**config.mk**
```make
export PLATFORM = sky130hd
export DESIGN_NAME = hsv_to_rgb_converter_unit
export DESIGN_NICKNAME = d
export VERILOG_FILES = /design/src/h2r_pkg.sv /design/src/hsv_to_rgb_converter_unit.sv
export SDC_FILE = /design/constraint.sdc
export NUM_CORES = 1
export LEC_CHECK = 0
export ABC_AREA = 1
export BUFFER_PORTS_ARGS = -buffer_cell sky130_fd_sc_hd__buf_2
export CAP_MARGIN = 15
export CORE_MARGIN = 10
export CORE_UTILIZATION = 62
export DETAILED_ROUTE_END_ITERATION = 7
export PLACE_DENSITY = 0.88
export SYNTH_ARGS = -nofsm -noshare
export SYNTH_HDL_FRONTEND = slang
export SYNTH_SLANG_ARGS = --single-unit
```
**constraint.sdc**
```tcl
create_clock -name i_clk -period 22.2 [get_ports i_clk]
set_input_delay 4.44 -clock i_clk [delete_from_list [all_inputs] [get_ports i_clk]]
set_output_delay 4.44 -clock i_clk [all_outputs]
set_load 0.01 [all_outputs]
```
**src/h2r_pkg.sv**
```systemverilog
package h2r_pkg;

    localparam int CHANNEL_BITS = 8;
    localparam int HUE_BITS     = 16;

    localparam logic [CHANNEL_BITS-1:0] CMAX = {CHANNEL_BITS{1'b1}};
    localparam logic [HUE_BITS:0]       FULL = {1'b1, {HUE_BITS{1'b0}}};
    localparam logic [HUE_BITS:0]       HALF = {2'b01, {(HUE_BITS-1){1'b0}}};

    typedef enum logic [1:0] {
        KIND_CONVERT    = 2'd0,
        KIND_COMPLEMENT = 2'd1,
        KIND_TINT       = 2'd2,
        KIND_SHADE      = 2'd3
    } t_kind;

    typedef struct packed {
        t_kind                   kind;
        logic [HUE_BITS:0]       hue_in;
        logic [CHANNEL_BITS-1:0] saturation_in;
        logic [CHANNEL_BITS-1:0] value_in;
        logic [CHANNEL_BITS-1:0] alpha_in;
        logic [CHANNEL_BITS-1:0] amount;
    } t_hsv_req;

    typedef struct packed {
        logic [HUE_BITS:0]       hue_out;
        logic [CHANNEL_BITS-1:0] saturation_out;
        logic [CHANNEL_BITS-1:0] value_out;
        logic [CHANNEL_BITS-1:0] alpha_out;
        logic [CHANNEL_BITS-1:0] red;
        logic [CHANNEL_BITS-1:0] green;
        logic [CHANNEL_BITS-1:0] blue;
    } t_rgb_rsp;

    typedef struct packed {
        logic [HUE_BITS:0]       hue;
        logic [CHANNEL_BITS-1:0] sat;
        logic [CHANNEL_BITS-1:0] val;
        logic [CHANNEL_BITS-1:0] alpha;
    } t_hsva;

endpackage

```
**src/hsv_to_rgb_converter_unit.sv**
```systemverilog
// HSV to RGB converter with an optional complement, tint or shade edit.
// Throughput is one request per cycle; each stage holds only while its
// successor is full and stalled, so bubbles collapse under back pressure.
// The synchronous active-low reset clears all stage valid bits; data
// registers are not reset.
module hsv_to_rgb_converter_unit (
    input  logic              i_clk,
    input  logic              i_rst_n,
    input  logic              i_valid,
    output logic              o_stall,
    input  h2r_pkg::t_hsv_req i_req,
    output logic              o_valid,
    input  logic              i_stall,
    output h2r_pkg::t_rgb_rsp o_rsp
);
    import h2r_pkg::*;

    localparam int CB = CHANNEL_BITS;
    localparam int HB = HUE_BITS;

    localparam logic [CB+2:0] TWO_CMAX  = {2'b00, CMAX, 1'b0};
    localparam logic [CB+2:0] FOUR_CMAX = {1'b0, CMAX, 2'b00};

    logic en1, en2, en3, en4, en5;

    // Stage 1: HSV edit.
    logic  r1_valid;
    t_hsva r1_d;
    t_hsva n1_d;

    // Stage 2: v*s product and 6*hue.
    logic            r2_valid;
    t_hsva           r2_d;
    logic [2*CB-1:0] r2_vs;
    logic [HB+2:0]   r2_h6;

    // Stage 3: rounded chroma, offset, sector and fraction.
    logic          r3_valid;
    t_hsva         r3_d;
    logic [CB-1:0] r3_c;
    logic [CB-1:0] r3_m;
    logic [2:0]    r3_sector;
    logic [HB-1:0] r3_frac;

    // Stage 4: secondary component product.
    logic           r4_valid;
    t_hsva          r4_d;
    logic [CB-1:0]  r4_c;
    logic [CB-1:0]  r4_m;
    logic [2:0]     r4_sector;
    logic [CB+HB:0] r4_xprod;

    // Stage 5: output register.
    logic     r5_valid;
    t_rgb_rsp r5_rsp;
    t_rgb_rsp n5_rsp;

    logic [2*CB+1:0] n3_t;
    logic [CB:0]     n3_q0;
    logic [CB+2:0]   n3_r0;
    logic [CB:0]     n3_q;
    logic [CB-1:0]   n3_c;
    logic [HB:0]     n4_w;
    logic [CB+HB:0]  n5_xsum;
    logic [CB-1:0]   n5_x;
    logic [CB-1:0]   n5_r;
    logic [CB-1:0]   n5_g;
    logic [CB-1:0]   n5_b;

    assign en5     = !r5_valid || !i_stall;
    assign en4     = !r4_valid || en5;
    assign en3     = !r3_valid || en4;
    assign en2     = !r2_valid || en3;
    assign en1     = !r1_valid || en2;
    assign o_stall = !en1;
    assign o_valid = r5_valid;
    assign o_rsp   = r5_rsp;

    always_comb begin
        n1_d.hue   = i_req.hue_in;
        n1_d.sat   = i_req.saturation_in;
        n1_d.val   = i_req.value_in;
        n1_d.alpha = i_req.alpha_in;
        unique case (i_req.kind)
            KIND_COMPLEMENT: begin
                if (i_req.hue_in >= HALF) begin
                    n1_d.hue = i_req.hue_in - HALF;
                end else begin
                    n1_d.hue = i_req.hue_in + HALF;
                end
            end
            KIND_TINT: begin
                n1_d.sat = (i_req.saturation_in > i_req.amount) ?
                           i_req.saturation_in - i_req.amount : '0;
            end
            KIND_SHADE: begin
                n1_d.val = (i_req.value_in > i_req.amount) ?
                           i_req.value_in - i_req.amount : '0;
            end
            default: begin
            end
        endcase
    end

    // Chroma is (2*v*s + CMAX) / (2*CMAX). The quotient by 2^(CB+1) is an
    // underestimate by at most two, fixed from the remainder.
    always_comb begin
        n3_t  = {1'b0, r2_vs, 1'b0} + {{(CB+2){1'b0}}, CMAX};
        n3_q0 = n3_t[2*CB+1:CB+1];
        n3_r0 = {2'b00, n3_t[CB:0]} + {1'b0, n3_q0, 1'b0};
        n3_q  = n3_q0 + {{CB{1'b0}}, (n3_r0 >= TWO_CMAX)}
                      + {{CB{1'b0}}, (n3_r0 >= FOUR_CMAX)};
        n3_c  = (n3_q > {1'b0, r2_d.val}) ? r2_d.val : n3_q[CB-1:0];
    end

    assign n4_w = r3_sector[0] ? (FULL - {1'b0, r3_frac}) : {1'b0, r3_frac};

    always_comb begin
        n5_xsum = r4_xprod + {{CB{1'b0}}, HALF};
        n5_x    = n5_xsum[CB+HB-1:HB];
        case (r4_sector)
            3'd0: begin
                n5_r = r4_c; n5_g = n5_x; n5_b = '0;
            end
            3'd1: begin
                n5_r = n5_x; n5_g = r4_c; n5_b = '0;
            end
            3'd2: begin
                n5_r = '0; n5_g = r4_c; n5_b = n5_x;
            end
            3'd3: begin
                n5_r = '0; n5_g = n5_x; n5_b = r4_c;
            end
            3'd4: begin
                n5_r = n5_x; n5_g = '0; n5_b = r4_c;
            end
            default: begin
                n5_r = r4_c; n5_g = '0; n5_b = n5_x;
            end
        endcase
        n5_rsp.hue_out        = r4_d.hue;
        n5_rsp.saturation_out = r4_d.sat;
        n5_rsp.value_out      = r4_d.val;
        n5_rsp.alpha_out      = r4_d.alpha;
        if (r4_d.hue[HB]) begin
            n5_rsp.red   = CMAX;
            n5_rsp.green = CMAX;
            n5_rsp.blue  = CMAX;
        end else begin
            n5_rsp.red   = n5_r + r4_m;
            n5_rsp.green = n5_g + r4_m;
            n5_rsp.blue  = n5_b + r4_m;
        end
    end

    always_ff @(posedge i_clk) begin
        if (!i_rst_n) begin
            r1_valid <= 1'b0;
            r2_valid <= 1'b0;
            r3_valid <= 1'b0;
            r4_valid <= 1'b0;
            r5_valid <= 1'b0;
        end else begin
            if (en1) r1_valid <= i_valid;
            if (en2) r2_valid <= r1_valid;
            if (en3) r3_valid <= r2_valid;
            if (en4) r4_valid <= r3_valid;
            if (en5) r5_valid <= r4_valid;
        end
    end

    always_ff @(posedge i_clk) begin
        if (en1) begin
            r1_d <= n1_d;
        end
        if (en2) begin
            r2_d  <= r1_d;
            r2_vs <= r1_d.val * r1_d.sat;
            r2_h6 <= {3'b000, r1_d.hue[HB-1:0]} * (HB+3)'(6);
        end
        if (en3) begin
            r3_d      <= r2_d;
            r3_c      <= n3_c;
            r3_m      <= r2_d.val - n3_c;
            r3_sector <= r2_h6[HB+2:HB];
            r3_frac   <= r2_h6[HB-1:0];
        end
        if (en4) begin
            r4_d      <= r3_d;
            r4_c      <= r3_c;
            r4_m      <= r3_m;
            r4_sector <= r3_sector;
            r4_xprod  <= r3_c * n4_w;
        end
        if (en5) begin
            r5_rsp <= n5_rsp;
        end
    end

endmodule

```
==> results of run 1 <==
[sequential cells by signal, indices dropped and copies added, names as in the netlist, 9 cells and up]
name	flops
r2_h6	17
r4_xprod	9
r1_d	41
r3_d	41
n5_rsp	41
o_rsp	65
r3_frac	14
r2_d	41
r2_vs	16
[area by class of cell]
type                    instances  area [sq um]
flip-flops and latches        328          9800
fillers                      2097          9790
multi-input cells            1159          9010
inverters                     383          1440
clock buffers                  42           943
repair buffers                126           643
well taps                     442           553
clock inverters                20           273
[cell usage after synthesis, types with 6 or more instances]
| library cell | n | area share |
|---|---|---|
| sky130_fd_sc_hd__a21oi_1 | 75 | 0.018 |
| sky130_fd_sc_hd__clkbuf_1 | 26 | 0.0048 |
| sky130_fd_sc_hd__edfxtp_1 | 323 | 0.48 |
| sky130_fd_sc_hd__fa_1 | 127 | 0.12 |
| sky130_fd_sc_hd__ha_1 | 153 | 0.094 |
| sky130_fd_sc_hd__inv_1 | 377 | 0.069 |
| sky130_fd_sc_hd__nand2_1 | 330 | 0.061 |
| sky130_fd_sc_hd__nand2_2 | 8 | 0.0025 |
| sky130_fd_sc_hd__nand3_1 | 41 | 0.010 |
| sky130_fd_sc_hd__nand3b_1 | 7 | 0.0026 |
| sky130_fd_sc_hd__nand4_1 | 17 | 0.0052 |
| sky130_fd_sc_hd__nor2_1 | 125 | 0.023 |
| sky130_fd_sc_hd__nor2_2 | 12 | 0.0037 |
| sky130_fd_sc_hd__nor2_4 | 6 | 0.0033 |
| sky130_fd_sc_hd__nor3_1 | 7 | 0.0017 |
| sky130_fd_sc_hd__nor4_1 | 6 | 0.0018 |
| sky130_fd_sc_hd__o21ai_0 | 61 | 0.015 |
| sky130_fd_sc_hd__o21bai_1 | 9 | 0.0033 |
| sky130_fd_sc_hd__o22ai_1 | 27 | 0.0083 |
| sky130_fd_sc_hd__or2_2 | 11 | 0.0034 |
| sky130_fd_sc_hd__xnor2_1 | 26 | 0.011 |
| sky130_fd_sc_hd__xor2_1 | 59 | 0.025 |
[worst paths after layout]
path                     to  cells after the start
hold reg to reg   o_rsp[45]                      0
setup / recovery    o_stall                     12
setup reg to reg    r3_m[7]                     42
hold / removal    o_rsp[45]                      0
[critical path, stage by stage]
cell	delay [ns]
sky130_fd_sc_hd__buf_2	0.11
sky130_fd_sc_hd__nand2_2	0.05
sky130_fd_sc_hd__buf_4	0.67
sky130_fd_sc_hd__nor2_1	0.15
sky130_fd_sc_hd__inv_2	0.11
sky130_fd_sc_hd__nor2_1	0.06
sky130_fd_sc_hd__inv_2	0.06
sky130_fd_sc_hd__nor2_1	0.05
sky130_fd_sc_hd__inv_2	0.04
sky130_fd_sc_hd__buf_4	0.75
sky130_fd_sc_hd__nor2_1	0.21
sky130_fd_sc_hd__buf_2	0.22
[cells by family after synthesis]
kind of cell | Yosys count | synth area share
adder cells (fa/ha/maj) | 280 | 0.219
XOR/XNOR | 88 | 0.0389
flip-flops | 328 | 0.481
AND/OR/NAND/NOR | 586 | 0.128
AO/OA/AOI/OAI | 205 | 0.0568
buffers and inverters | 413 | 0.0772
[power by group through the flow]
stage | Sequential, mW | Combinational, mW | Clock [mW]
after global placement | 0.983 | 2.06 | 0
after global routing | 0.993 | 2.57 | 0.637
after detailed placement | 0.990 | 2.20 | 0
after floorplan | 0.951 | 1.69 | 0
after CTS | 0.978 | 2.23 | 0.615
final | 0.981 | 2.24 | 0.609
[layer usage]
| metal | up-vias | part of all wire |
|---|---|---|
| li1 | 6465 | - |
| met1 | 6616 | 0.36 |
| met2 | 616 | 0.52 |
| met3 | 166 | 0.066 |
| met4 | 0 | 0.055 |
| met5 | - | 0 |
==> results.txt, run 1 <==
The detailed router finished its first iteration with 950 violations. The final antenna diode count came out at 0. The count of nets left with antenna violations once routing finished came out at 0. The layer flagged by global routing as most heavily used is met2. The synthesis warning total is 0.

Data arrival time of the critical path: 6.93 ns. During placement, the flow inserted port buffers numbering 121. The flop-to-flop setup slack is 14.30 ns. Initial cell density of the core: 0.628.

The start of the worst register-to-register path was r2_vs[0]. For this design the top-level I/O count stands at 122. The tools report the met1 layer usage reported by global route as 0.246.

After clock tree synthesis, the repair step resized 0 gates. The via density per instance came out at 5.55. Including well taps, the total number of placed cells is 2438. Share of total power consumed by net switching: 0.441. The startpoint of the most critical setup path is i_stall. The logs give 0.585 for the portion of total power attributed to combinational logic and 0.481 for the post-synthesis sequential area ratio.

The first global-routing pass estimated 73.7 mm of wire. The tools report the element type at the critical path start as a primary input. The most common cell after layout, fill and taps aside was sky130_fd_sc_hd__inv_1. In the layout the commonest cells are sky130_fd_sc_hd__inv_1, sky130_fd_sc_hd__nand2_1, sky130_fd_sc_hd__edfxtp_1. In this run the mean area of a mapped cell was 10.7 sq um. The tools report the total power draw as 3.83 mW.

The half-perimeter wire length of the detailed placement result was 32.7 mm. Beginning of the worst hold path: n5_rsp[45]. After detailed placement, the total cell area comes to 21400 sq um.

The wire length per cell was 17.9 microns. The total overflow left after global routing is 0. The internal power is 2.14 mW. The tools report the total DRC errors in the routed layout as 0. The power dissipated by switching net loads was 1.69 mW. Buffers inserted during clock tree synthesis total 35. The number of standard cells after synthesis is 1900, and the maximum number of pins on one net before global-route repair is 77. Initial antenna violation count: 0.

For the post-synth net total, the log shows 2235. The buffer levels on the longest clock path was 3. The final-report hold violation count was 0; the worst clock skew was 0.0196 ns. The total clock sinks was 328. The floorplan die area was 40500 sq um. The power per cell area was 169 nW/um^2. Hold is met by 0.412 ns.

The proportion of layout cells with a drive suffix above 1 is 0.120, and the utilization after layout is 0.698. The run gives 2 as the H-tree depth. For this run, the number of standard cells in the final layout without fillers is 2500. The worst path in the final design needs a cycle of 11.37 ns, including I/O delays and setup. At the later pin of the worst-skew pair, clock insertion delay measures 0.52 ns.

The synthesized design contains 323 enable-type register cells. At the placement stage, the worst setup path has a slack of 10.85 ns. The netlist uses 49 different library cells.

The quantity of hold-fixing buffers added after cts was 0; the maximum clock frequency was 0.0879 GHz. The run finished with clean final reports. In the final design database the tool counted 2368 nets.

Detailed routing inserted a total of 13900 vias. The tools report the leakage power of the design as 10.8 nW. The worst setup path is captured at an output port. Row generation in the floorplan step produced 66 rows.

The die extent in y is 201 microns. After synthesis the cells add up to 20400 sq um. Measured along the x axis, the die boundary spans 201 microns. For the detailed-routing iteration count for the pre-antenna-repair pass, the log shows 6. The logs give 0.222 for the global-route usage over all layers and 14900 for the via count of the first global-routing pass. TritonCTS built the clock tree. For the worst setup path, the data required time is 17.76 ns.

The largest fanout of any net on the critical path came out at 76. Compared with the post-synthesis result, the final layout area differs by 11.2%. Setup repair after global routing left no endpoint under its margin. The core region area is 32500 sq um. The final design area excluding fillers was 22700 sq um; the share of synthesized registers carrying an async set or reset was 0. The number of setup buffers added after CTS is 0.

Max-slew violation total from the final report: 0. The clock-pin slew reported for the worst setup and hold paths after clock tree synthesis is 0.06 ns. The tree is rooted in a sky130_fd_sc_hd__clkbuf_16. In this run, synthesis produced a sequential element count of 328.

In the post-route analysis, the smallest setup slack over all paths is 10.83 ns. The slew of the pin with the lowest slew margin was 0.982 ns; the remaining max-slew budget at the tightest pin was 0.345. The clock share of power came out at 0.159. The tool flagged a number of max-cap violations equal to 0.

By startpoint and endpoint, the worst setup path is classified as primary input to output port. The global placement routability congestion came out at 0.951. VDD sags by at most 0.000139 V. The met3 track demand over resource is 0.0368. Setup total negative slack on the finished layout was measured at 0 ns. In this run the worst hold path is classified as flip-flop to flip-flop. The logs give 0.399 for the met2 track demand over resource and 0 for the final count of negative-setup-slack endpoints. The share of the clock period used by the worst path after layout is 0.512, and the sequential cell fraction of total power is 0.256. The most instantiated flip-flop cell in the synthesis netlist is sky130_fd_sc_hd__edfxtp_1.

The routed wire length came out at 44.7 mm.
Note: power is estimated with default switching activity, not from simulation.
==> run 2: changes to the inputs <==
==> constraint.sdc (replaced) <==
create_clock -name i_clk -period 10.9 [get_ports i_clk]
set_input_delay 2.18 -clock i_clk [delete_from_list [all_inputs] [get_ports i_clk]]
set_output_delay 2.18 -clock i_clk [all_outputs]
set_load 0.01 [all_outputs]
==> results.txt, run 2 (synthesis gave the netlist of run 1 again) <==
The flow ran to the end, and the final reports show no timing, DRC or antenna violations. STA classifies the critical path endpoint as a flip-flop. Number of nets in the finished design: 2368 (unchanged). The worst hold path depth came out at 0 (unchanged). The H-tree depth was 2 (unchanged); the remaining max-slew budget at the tightest pin was 0.343 (-0.00270).

The maximum number of pins on one net before global-route repair is 76 (-1.3%). The worst hold path endpoint is n5_rsp[52]. The detailed-routing iteration count for the pre-antenna-repair pass was 6 (unchanged). The die extent in x was 201 microns (unchanged). The worst-case reg-to-reg path depth is 41 (-2.4%). The area added between synthesis and finish is 10.4%. The final-report hold violation count came out at 0 (unchanged). The startpoint identified for the worst hold timing path is r3_d[28]. Power per cell area: 335 nW/um^2 (+98%).

The total power draw is 7.54 mW (+97%), and the max-slew violation total from the final report is 0 (unchanged). The clock latency reported for the late side of the worst-skew pair is 0.52 ns (about the same). Data arrival time of the critical path: 7.80 ns (+0.87 ns).

The total clock sinks was 328 (unchanged). The tools report the capture point of the worst reg-to-reg path as r3_m[4]. The run gives 14500 (-2.5%) as the via count of the first global-routing pass. The slew of the pin with the lowest slew margin works out to 0.986 ns (+0.00405 ns). The number of input and output port buffers inserted was 121 (unchanged); the final antenna diode count was 0 (unchanged). The quantity of hold-fixing buffers added after cts came out at 0 (unchanged). Worst clock skew: 0.0138 ns (-0.00577 ns). Core region area: 32500 sq um (unchanged). The run gives 3 (unchanged) as the buffer levels on the longest clock path. The count of vias placed by the detailed router came out at 13800 (-0.57%). The worst setup path is launched from a flip-flop.

The count of fill cells added during filler insertion was 2183 (+4.1%); the met1 layer usage reported by global route was 0.239 (-0.00760). The initial antenna violation count is 0 (unchanged). TritonCTS built the clock tree. The wire length per cell works out to 17.3 microns (-3.4%). Clock root buffer: sky130_fd_sc_hd__clkbuf_16. The leakage power of the design is 10.7 nW (-0.74%).

The global placement routability congestion is 0.915 (-3.8%), and the overall overflow remaining after global route is 0 (unchanged). The maximum clock frequency is 0.132 GHz, and the half-perimeter wire length of the detailed placement result is 31.9 mm (-2.5%). Largest fanout of any net on the critical path: 11 (-86%). The global-route layer with the greatest usage is met2. The tools report the count of instances resized after the clock tree is built as 0 (unchanged). In this design, the critical path's most frequently occurring cell is sky130_fd_sc_hd__nand2_1. The proportion of layout cells with a drive suffix above 1 works out to 0.117 (-0.00346). The run gives 3.35 ns (-7.48 ns) as the slack of the critical path. The final design area excluding fillers is 22500 sq um (-0.74%). For the flop-to-flop setup slack, the log shows 3.35 ns (-10.95 ns). The most common cell after layout, fill and taps aside is sky130_fd_sc_hd__inv_1.

Routed wire length: 43.2 mm (-3.4%). Clock-pin slew reported for the worst setup and hold paths after clock tree synthesis: 0.06 ns (about the same). For the I/O pin total, the log shows 122 (unchanged). The logs give 1097 (+15%) for the count of routing violations after the opening detailed-route iteration and 0 (unchanged) for the final count of negative-setup-slack endpoints. The tools report the worst-case vdd ir drop as 0.000294 V (+110%). The logs give 0 (unchanged) for the number of nets with antenna violations after detailed routing and 21400 sq um (unchanged) for the placement-stage cell area.

In this run the critical register-to-register path is launched from r2_vs[0]. The number of flip-flops in the largest register came out at 65 (unchanged). Share of the clock period used by the worst path after layout: 0.693. In the layout the commonest cells are sky130_fd_sc_hd__inv_1, sky130_fd_sc_hd__nand2_1, sky130_fd_sc_hd__edfxtp_1. For the met2 track demand over resource, the log shows 0.397 (-0.00192). The tools report the startpoint of the most critical setup path as r2_vs[0]. Total of max-cap violations: 0 (unchanged). The logs give 35 (unchanged) for the total clock buffers created by CTS and 0.215 (-0.00709) for the global-route usage over all layers.

The first-pass GRT wire length was 71.4 mm (-3.1%). Delay of the slowest cell on the worst path: 0.46 ns (-0.29 ns). The floorplan die area came out at 40500 sq um (unchanged). Kind of critical path: flip-flop to flip-flop. For the buffers inserted during post-CTS setup optimization, the log shows 0 (unchanged). Initial cell density of the core: 0.628 (unchanged). Setup repair after global routing left no endpoint under its margin.

Number of rows created at floorplan: 66 (unchanged). The logs give 0 ns (unchanged) for the setup total negative slack and 3.44 ns (-7.41 ns) for the placement-stage worst setup slack. The largest individual stage delay along the critical path comes from the cell sky130_fd_sc_hd__fa_1.

The critical path data required time is 11.15 ns (-6.61 ns), and the die extent in y is 201 microns (unchanged). Met3 track demand over resource: 0.0315 (-0.00530). The type of the worst min-delay path is flip-flop to flip-flop. The clock period could shrink to 7.55 ns. The total DRC errors in the routed layout is 0 (unchanged).

The post-route worst hold slack came out at 0.413 ns (+0.00152 ns). The via density per instance works out to 5.51 (-0.61%).
==> run 2: cell count changes in the layout (fill, tap and decap cells not counted) <==
cell,change
sky130_fd_sc_hd__bufinv_16,-6
sky130_fd_sc_hd__clkbuf_8,-2
sky130_fd_sc_hd__inv_6,+2
sky130_fd_sc_hd__clkbuf_1,+6
sky130_fd_sc_hd__clkinvlp_4,-1
sky130_fd_sc_hd__clkinv_1,+2
==> run 2: layer usage <==
layer  wire, microns  vias to the layer above
met5               0                        -
met4            2090                        0
met3            2740                      159
met2           22600                      551
met1           15800                     6610
li1                -                     6464
==> run 2: worst max-delay path: cells and delay by family, from the launching register on <==
kind | cells | cell delay (ns)
simple gates | 16 | 1.79
compound gates | 8 | 1.57
xor+xnor | 4 | 0.66
buf+inv | 5 | 0.45
fa+ha+maj | 8 | 2.44
flops | 1 | 0.36
==> run 2: per-stage QoR <==
stage          cells   util
2_1_floorplan   1900      -
3_3_place_gp    2438  0.661
3_5_place_dp    2438  0.661
4_1_cts         2501  0.693
5_1_grt         2501  0.693
6_report        2501  0.693
==> run 2: worst max-delay path by stage <==
stage / endpoint / slack, ns / cells past startpoint
after detailed placement: r3_m[7] / 3.44 / 43
after CTS: r3_m[7] / 3.36 / 43
final: r3_m[4] / 3.35 / 41
after floorplan: o_stall / 0.09 / 8
after global placement: r3_m[7] / 3.77 / 43
after global routing: r3_m[7] / 2.58 / 43
==> run 2: power by group <==
group,switching [mW],internal (mW),total (mW)
clock,0.478,0.614,1.09
combinational,2.66,1.79,4.45
sequential,0.204,1.79,2.00
total,3.35,4.19,7.54
==> run 2: area by class of cell <==
type                            instances  area [sq um]  share of cell area
Inverter                              383          1440              0.0639
Clock inverter                         17           110             0.00489
Tap cell                              442           553              0.0246
Sequential cell                       328          9800               0.436
Timing Repair Buffer                  126           643              0.0286
Multi-Input combinational cell       1159          9010               0.401
Clock buffer                           46           938              0.0417
